[src/rtl/ps2kst_pkg.sv]
// Package for the set 1 scan code key state tracker.
// Holds the event codes, the map operation codes, the decode record and
// byte constants. No dependencies.
package ps2kst_pkg;

	localparam int unsigned KEY_SLOTS  = 512;
	localparam int unsigned SLOT_W     = 9;
	localparam int unsigned SKIP_W     = 3;

	// Bytes with a special meaning.
	localparam logic [7:0] BYTE_ACK      = 8'hFA;
	localparam logic [7:0] BYTE_RESEND   = 8'hFE;
	localparam logic [7:0] BYTE_ANNOUNCE = 8'h61;
	localparam logic [7:0] BYTE_PREFIX   = 8'hE0;
	localparam logic [7:0] BYTE_PAUSE    = 8'hE1;
	localparam logic [7:0] BYTE_PRTSC    = 8'h2A;
	localparam logic [7:0] BREAK_BIT     = 8'h80;
	localparam logic [7:0] CODE_PAUSE    = 8'h45;

	localparam logic [SKIP_W-1:0] PAUSE_SKIP = 3'd5;
	localparam logic [SKIP_W-1:0] PRTSC_SKIP = 3'd2;

	// Event kind reported with each result word.
	typedef enum logic [2:0] {
		EV_CONSUMED = 3'd0,
		EV_PRESSED  = 3'd1,
		EV_RELEASED = 3'd2,
		EV_ACK      = 3'd3,
		EV_RESEND   = 3'd4,
		EV_ANNOUNCE = 3'd5
	} event_kind_t;

	// What a word does to the held-key map.
	typedef enum logic [1:0] {
		OP_NONE = 2'd0,  // map untouched
		OP_KEY  = 2'd1,  // press or release, decided from the map
		OP_SET  = 2'd2   // fixed press of a special key
	} map_op_t;

	// Outcome of decoding one byte against the control state.
	typedef struct packed {
		event_kind_t         kind;
		map_op_t             op;
		logic [SLOT_W-1:0]   slot;        // own slot of the byte, or the fixed slot
		logic [SKIP_W-1:0]   skip_next;
		logic                prefix_next;
		logic                kbd_next;
	} decode_t;

endpackage

[src/rtl/ps2kst_decode.sv]
// Byte decoder of the set 1 key state tracker.
// Classifies one keyboard byte against the skip count, prefix and announce
// state. Depends on ps2kst_pkg.
module ps2kst_decode (
	input  logic [7:0]                   rx_byte,
	input  logic [ps2kst_pkg::SKIP_W-1:0] skip_count,
	input  logic                         prefix_pending,
	input  logic                         kbd_seen,
	output ps2kst_pkg::decode_t          dec
);

	// Priority order: skipping, status bytes, prefixed byte, prefix, pause, plain key.
	always_comb begin
		dec.kind        = ps2kst_pkg::EV_CONSUMED;
		dec.op          = ps2kst_pkg::OP_NONE;
		dec.slot        = '0;
		dec.skip_next   = skip_count;
		dec.prefix_next = prefix_pending;
		dec.kbd_next    = kbd_seen;
		if (skip_count != '0) begin
			dec.skip_next = skip_count - 3'd1;
		end else if (rx_byte == ps2kst_pkg::BYTE_ANNOUNCE) begin
			dec.kbd_next = 1'b1;
			dec.kind     = ps2kst_pkg::EV_ANNOUNCE;
		end else if (rx_byte == ps2kst_pkg::BYTE_ACK) begin
			dec.kind = ps2kst_pkg::EV_ACK;
		end else if (rx_byte == ps2kst_pkg::BYTE_RESEND) begin
			dec.kind = ps2kst_pkg::EV_RESEND;
		end else if (prefix_pending) begin
			dec.prefix_next = 1'b0;
			if (rx_byte == ps2kst_pkg::BYTE_PRTSC) begin
				dec.op        = ps2kst_pkg::OP_SET;
				dec.slot      = {1'b1, ps2kst_pkg::BYTE_PRTSC};
				dec.skip_next = ps2kst_pkg::PRTSC_SKIP;
				dec.kind      = ps2kst_pkg::EV_PRESSED;
			end else begin
				dec.op   = ps2kst_pkg::OP_KEY;
				dec.slot = {1'b1, rx_byte};
			end
		end else if (rx_byte == ps2kst_pkg::BYTE_PREFIX) begin
			dec.prefix_next = 1'b1;
		end else if (rx_byte == ps2kst_pkg::BYTE_PAUSE) begin
			dec.op        = ps2kst_pkg::OP_SET;
			dec.slot      = {1'b1, ps2kst_pkg::CODE_PAUSE};
			dec.skip_next = ps2kst_pkg::PAUSE_SKIP;
			dec.kind      = ps2kst_pkg::EV_PRESSED;
		end else begin
			dec.op   = ps2kst_pkg::OP_KEY;
			dec.slot = {1'b0, rx_byte};
		end
	end

endmodule

[src/rtl/ps2_set1_key_state_tracker.sv]
// Top level of the set 1 scan code key state tracker.
// Keeps the 512-slot held-key map in a memory and uses ps2kst_decode and ps2kst_pkg.
//
//   Channel  Dir  Word contents
//   s_*      in   rx_byte, query_key
//   m_*      out  event_kind, key_slot, keyboard_present, query_held
//
// A word is decoded as it is accepted and reads the map (make slot and query slot);
// the reads are registered into stage 1, which resolves press or release, writes the map
// back and loads the output register; one word per cycle while the output is not stalled.
// A write that coincides with the next word's reads is forwarded to it.
// After reset a clearing pass zeroes all 512 map slots; s_tready is low then.
// A stalled output holds stage 1, and input is taken only while stage 1 is empty or moves on.
module ps2_set1_key_state_tracker (
	input  logic        clk,
	input  logic        arst_n,
	input  logic        s_tvalid,
	output logic        s_tready,
	input  logic [23:0] s_tdata,   // [7:0] rx_byte, [16:8] query_key, [23:17] zero
	output logic        m_tvalid,
	input  logic        m_tready,
	output logic [15:0] m_tdata    // [2:0] event_kind, [11:3] key_slot,
	                               // [12] keyboard_present, [13] query_held, [15:14] zero
);

	localparam int unsigned SW = ps2kst_pkg::SLOT_W;

	// Held-key map and its registered read data.
	logic mem_q [ps2kst_pkg::KEY_SLOTS];
	logic rd_make_q;
	logic rd_query_q;

	// Control state.
	logic [ps2kst_pkg::SKIP_W-1:0] skip_q;
	logic                          prefix_q;
	logic                          kbd_q;
	logic                          clearing_q;
	logic [SW-1:0]                 clr_cnt_q;

	// Stage 1.
	logic                    v_s1;
	ps2kst_pkg::map_op_t     op_s1;
	ps2kst_pkg::event_kind_t kind_s1;
	logic [SW-1:0]           slot_s1;
	logic [SW-1:0]           query_s1;
	logic                    kbd_s1;

	// Write forwarded to the word in stage 1.
	logic          fwd_en_q;
	logic [SW-1:0] fwd_addr_q;
	logic          fwd_val_q;

	// Output register.
	logic          out_valid_q;
	logic [15:0]   out_data_q;

	logic                    in_accept;
	logic                    s1_adv;
	ps2kst_pkg::decode_t     dec;
	logic [7:0]              in_byte;
	logic [SW-1:0]           in_query;
	logic [SW-1:0]           in_make;
	logic [SW-1:0]           make_s1;
	logic                    held_make;
	logic                    release_s1;
	logic                    wr_en_s1;
	logic [SW-1:0]           wr_addr_s1;
	logic                    wr_val_s1;
	logic                    q_held_s1;
	logic [SW-1:0]           res_slot_s1;
	ps2kst_pkg::event_kind_t res_kind_s1;
	logic                    mem_we;
	logic [SW-1:0]           mem_wa;
	logic                    mem_wd;

	assign in_byte  = s_tdata[7:0];
	assign in_query = s_tdata[16:8];

	ps2kst_decode u_decode (
		.rx_byte        (in_byte),
		.skip_count     (skip_q),
		.prefix_pending (prefix_q),
		.kbd_seen       (kbd_q),
		.dec            (dec)
	);

	// Handshake: stage 1 moves when the output register is free or being taken.
	assign s1_adv    = !out_valid_q || m_tready;
	assign s_tready  = !clearing_q && (!v_s1 || s1_adv);
	assign in_accept = s_tvalid && s_tready;
	assign m_tvalid  = out_valid_q;
	assign m_tdata   = out_data_q;

	// Make-code slot that a break byte would release.
	assign in_make = {dec.slot[8], dec.slot[7:0] - ps2kst_pkg::BREAK_BIT};
	assign make_s1 = {slot_s1[8], slot_s1[7:0] - ps2kst_pkg::BREAK_BIT};

	// Stage 1 resolution of press or release, with forwarding of the last write.
	always_comb begin
		held_make = (fwd_en_q && fwd_addr_q == make_s1) ? fwd_val_q : rd_make_q;
		release_s1 = (op_s1 == ps2kst_pkg::OP_KEY) && (slot_s1[7:0] > ps2kst_pkg::BREAK_BIT)
			&& held_make;
		wr_en_s1   = v_s1 && (op_s1 != ps2kst_pkg::OP_NONE);
		wr_addr_s1 = release_s1 ? make_s1 : slot_s1;
		wr_val_s1  = !release_s1;
		if (wr_en_s1 && query_s1 == wr_addr_s1) begin
			q_held_s1 = wr_val_s1;
		end else if (fwd_en_q && fwd_addr_q == query_s1) begin
			q_held_s1 = fwd_val_q;
		end else begin
			q_held_s1 = rd_query_q;
		end
		case (op_s1)
			ps2kst_pkg::OP_NONE: begin
				res_slot_s1 = '0;
				res_kind_s1 = kind_s1;
			end
			default: begin
				res_slot_s1 = wr_addr_s1;
				res_kind_s1 = release_s1 ? ps2kst_pkg::EV_RELEASED : ps2kst_pkg::EV_PRESSED;
			end
		endcase
	end

	// Memory write port: clearing pass or stage 1 write-back.
	always_comb begin
		if (clearing_q) begin
			mem_we = 1'b1;
			mem_wa = clr_cnt_q;
			mem_wd = 1'b0;
		end else begin
			mem_we = wr_en_s1 && s1_adv;
			mem_wa = wr_addr_s1;
			mem_wd = wr_val_s1;
		end
	end

	// Held-key map: one write and two registered reads per cycle.
	always_ff @(posedge clk) begin
		if (mem_we) begin
			mem_q[mem_wa] <= mem_wd;
		end
		if (in_accept) begin
			rd_make_q  <= mem_q[in_make];
			rd_query_q <= mem_q[in_query];
		end
	end

	// Clearing pass after reset.
	always_ff @(posedge clk or negedge arst_n) begin
		if (!arst_n) begin
			clearing_q <= 1'b1;
			clr_cnt_q  <= '0;
		end else if (clearing_q) begin
			clr_cnt_q <= clr_cnt_q + 1'b1;
			if (clr_cnt_q == SW'(ps2kst_pkg::KEY_SLOTS - 1)) begin
				clearing_q <= 1'b0;
			end
		end
	end

	// Control state is updated as each word is accepted.
	always_ff @(posedge clk or negedge arst_n) begin
		if (!arst_n) begin
			skip_q   <= '0;
			prefix_q <= 1'b0;
			kbd_q    <= 1'b0;
		end else if (in_accept) begin
			skip_q   <= dec.skip_next;
			prefix_q <= dec.prefix_next;
			kbd_q    <= dec.kbd_next;
		end
	end

	// Stage 1 valid and forwarding control.
	always_ff @(posedge clk or negedge arst_n) begin
		if (!arst_n) begin
			v_s1     <= 1'b0;
			fwd_en_q <= 1'b0;
		end else begin
			if (in_accept) begin
				v_s1     <= 1'b1;
				fwd_en_q <= wr_en_s1 && s1_adv;
			end else if (s1_adv) begin
				v_s1 <= 1'b0;
			end
		end
	end

	// Stage 1 payload and forwarded write data.
	always_ff @(posedge clk) begin
		if (in_accept) begin
			op_s1      <= dec.op;
			kind_s1    <= dec.kind;
			slot_s1    <= dec.slot;
			query_s1   <= in_query;
			kbd_s1     <= dec.kbd_next;
			fwd_addr_q <= wr_addr_s1;
			fwd_val_q  <= wr_val_s1;
		end
	end

	// Output register.
	always_ff @(posedge clk or negedge arst_n) begin
		if (!arst_n) begin
			out_valid_q <= 1'b0;
		end else if (v_s1 && s1_adv) begin
			out_valid_q <= 1'b1;
		end else if (m_tready) begin
			out_valid_q <= 1'b0;
		end
	end

	always_ff @(posedge clk) begin
		if (v_s1 && s1_adv) begin
			out_data_q <= {2'b00, q_held_s1, kbd_s1, res_slot_s1, res_kind_s1};
		end
	end

endmodule
[config.mk]
export PLATFORM = sky130hd
export DESIGN_NAME = ps2_set1_key_state_tracker
export DESIGN_NICKNAME = d
export VERILOG_FILES = /design/src/rtl/ps2kst_pkg.sv /design/src/rtl/ps2kst_decode.sv /design/src/rtl/ps2_set1_key_state_tracker.sv
export SDC_FILE = /design/constraint.sdc
export NUM_CORES = 1
export LEC_CHECK = 0
export BUFFER_PORTS_ARGS = -buffer_cell sky130_fd_sc_hd__buf_4
export CAP_MARGIN = 20
export CORE_MARGIN = 10
export CORE_UTILIZATION = 45
export CTS_BUF_LIST = sky130_fd_sc_hd__clkbuf_4 sky130_fd_sc_hd__clkbuf_8 sky130_fd_sc_hd__clkbuf_16
export DETAILED_ROUTE_END_ITERATION = 8
export GPL_ROUTABILITY_DRIVEN = 0
export GPL_TIMING_DRIVEN = 0
export PLACE_DENSITY = 0.62
export SYNTH_ARGS = -nofsm -noshare
export SYNTH_HDL_FRONTEND = slang
export SYNTH_SLANG_ARGS = --single-unit
[constraint.sdc]
create_clock -name clk -period 46.8 [get_ports clk]
set_input_delay 2.34 -clock clk [delete_from_list [all_inputs] [get_ports clk]]
set_output_delay 2.34 -clock clk [all_outputs]
set_load 0.05 [all_outputs]
==> reports/metrics.yaml <==
core_um2: 65900
period_minus_slack_ps: 7130
syn_avg_cell_area_um2: 12.5
cts_tree: "yes"
ioPinCount: 46
setup_viol: 0
endpoint_kind: "flop"
synthCells: 2390
cellLeakagePower_nw: 9.93
synth_ff_type: "edfxtp_1"
finalInstanceArea_um2: 34000
chipHeight_um: 278
drt_iter0_drc: 5410
synth_seq_cells: 580
fmax_mhz: 140
regArea_um2: 17300
n_fill_cell: 5653
dieArea_um2: 77200
clock-sinks: 580
synth.top_cell.area_share_pct: 56.4
grt_usage_pct: 32.4
antenna_found_initial: 5
worstPathMaxFanout: 10
postRouteAntennaNets: 0
skew_ps: 23.3
cts_root_buffer: "clkbuf_16"
power_frac_seq_pct: 40.3
routed-via-count: 24800
grt_overflow: 0
cts_buffer_depth: 3
drc: 0
routedWlPerCell_um: 37.4
cap_violations: 0
critPathLaunchType: "primary input"
h-tree-depth: 2
die_x_um: 278
p_comb_share_pct: 26.2
tightestPinTransition_ps: 1450
required_ps: 47170
internal-power_w: 0.000965
dp_hpwl_um: 85700
syn-cell-area_um2: 29900
status: "completed"
hold_class: "reg2reg"
slew_headroom_pct: 3.23
start_util_pct: 45.5
async_reset_ff_share_pct: 3.10
clkTransAtPathRegs_ps: 60
synth_cell_types: 73
final_nets: 2566
synthTopCellsByCount: "edfxtp_1, nor2_1, nand2_1"
layout-drive-gt1-share_pct: 17.1
peakVddDrop_uv: 33.0
netSwitchingPower_w: 0.000505
yosys-top-cells-area: "edfxtp_1, mux4_2, nor2_1, mux2i_1, nand2_1"
yosysTopAreaCell: "edfxtp_1"
finalSetupTns_ps: 0
fin_crit_sh_pct: 15.2
multiInputGateArea_um2: 11700
yosysMostFrequentCell: "edfxtp_1"
slew_viol_final: 0
area_delta_synth_final_pct: 13.7
clock_latency_ps: 670
synth_edf_count: 562
grt_setup_unrepaired: "false"
grt_pass1_vias: 23200
place_area_um2: 31900
cts_buffers: 59
grt_pass1_wl_um: 177000
pwr-share-clk_pct: 33.5
switching_share_pct: 34.4
postCtsHoldBufs: 0
ys_seq_area_share_pct: 57.9
drt_wl_total_um: 129000
post_cts_buffers: 0
grt_max_degree: 58
std_cell_rows: 94
ys_warn_count: 0
io_buffers: 34
via_per_inst: 7.20
path_class: "in2reg"
hold_violations: 0
powerDensity_nw_per_um2: 43.2
cp.arrival_ps: 7500
final_util_pct: 51.7
drt-pass1-iter-count: 7
cts_resized: 0
[cell usage in the layout, fill, tap and decap left out, drive strengths merged, types with 8 or more instances in the layout]
cell / Yosys / final
nor2b: 8 / 8
o21ai: 20 / 20
nand2b: 9 / 9
a21oi: 62 / 62
nand3: 40 / 40
nand2: 244 / 244
clkinv: 1 / 23
buf: 63 / 145
dfrtp: 17 / 17
inv: 30 / 34
a31oi: 32 / 32
nor3: 13 / 13
a211oi: 35 / 35
nand4: 9 / 9
edfxtp: 562 / 562
nor2: 554 / 554
o211ai: 17 / 17
mux2: 10 / 10
a221oi: 60 / 60
mux4: 182 / 182
a311oi: 23 / 23
clkbuf: 154 / 229
mux2i: 95 / 95
xnor2: 16 / 16
o211a: 15 / 15
xor2: 17 / 17
[per-stage QoR]
stage / setup slack, ps / hold WS [ps] / power, W / instances
finish: 39670 / 419 / 0.00147 / 3448
detailed placement: 39440 / 406 / 0.000947 / 3326
floorplan: 31140 / 400 / 0.000792 / 2391
CTS: 40110 / 422 / 0.00143 / 3434
global placement: 22200 / 424 / 0.000950 / 3289
global route: 39890 / 437 / 0.00148 / 3445
[kinds of logic after synthesis]
kind of cell | count (synthesis) | share of synthesized area (%)
and+or+nand+nor | 911 | 12.3
muxes | 287 | 17.2
adders and majority gates | 4 | 0.167
other | 1 | 0.0125
AOI/OAI and AO/OA | 326 | 8.09
buffers and inverters | 248 | 3.36
xor gates and xnor gates | 33 | 0.965
DFF | 580 | 57.9
[layer usage]
metal | wire [um] | share of wire, % | global-route usage, %
met1 | 41800 | 32 | 39.2
met2 | 51200 | 40 | 44.6
met3 | 23700 | 18 | 16.2
met4 | 12000 | 9.3 | 22.0
met5 | 125 | 0.097 | 0.562
[flip-flops by register name, indices dropped and copies added, names as in the netlist, 2 cells and up]
register,cells
skip_q,3
fwd_addr_q,9
query_s1,9
kind_s1,3
op_s1,2
slot_s1,9
clr_cnt_q,9
mem_q,512
m_tdata,14
[area by class of cell]
| type | instances | share of cell area, % |
|---|---|---|
| inverters | 31 | 0.342 |
| clock buffers | 75 | 4.76 |
| repair buffers | 82 | 2.97 |
| flip-flops and latches | 580 | 50.9 |
| diodes | 3 | 0.0220 |
| plain buffers | 217 | 2.63 |
| clock inverters | 33 | 0.992 |
| well taps | 864 | 3.17 |
| multi-input cells | 1563 | 34.2 |
[final timing paths]
path / from / to / slack, ps / cells past startpoint
worst max register to register: skip_q[0] / rd_make_q / 41260 / 13
worst max-delay path: s_tdata[3] / rd_make_q / 39670 / 13
worst min-delay path: kbd_s1 / m_tdata[12] / 420 / 0
max in group asynchronous: arst_n / clearing_q / 45000 / 1
min in group asynchronous: arst_n / skip_q[1] / 1530 / 1
worst min register to register: kbd_s1 / m_tdata[12] / 420 / 0
[worst max-delay path, cell delays in order]
cell and delay (ps):
buf_4 110, buf_2 340, nand3b_1 250, o21ai_2 500, buf_2 400, buf_1 850, clkbuf_1 1010, nand3_1 180
a31o_2 320, a222oi_1 370, a211oi_1 220, a211oi_1 410, a221oi_1 170
[power by group through the flow]
stage          registers [W]  clock network, W  logic [W]
2_1_floorplan       0.000617                 0   0.000175
5_1_grt             0.000593          0.000508   0.000377
6_report            0.000592          0.000492   0.000386
3_3_place_gp        0.000620                 0   0.000330
3_5_place_dp        0.000603                 0   0.000344
4_1_cts             0.000592          0.000489   0.000345
No activity file was read; power rests on OpenSTA's default activity.
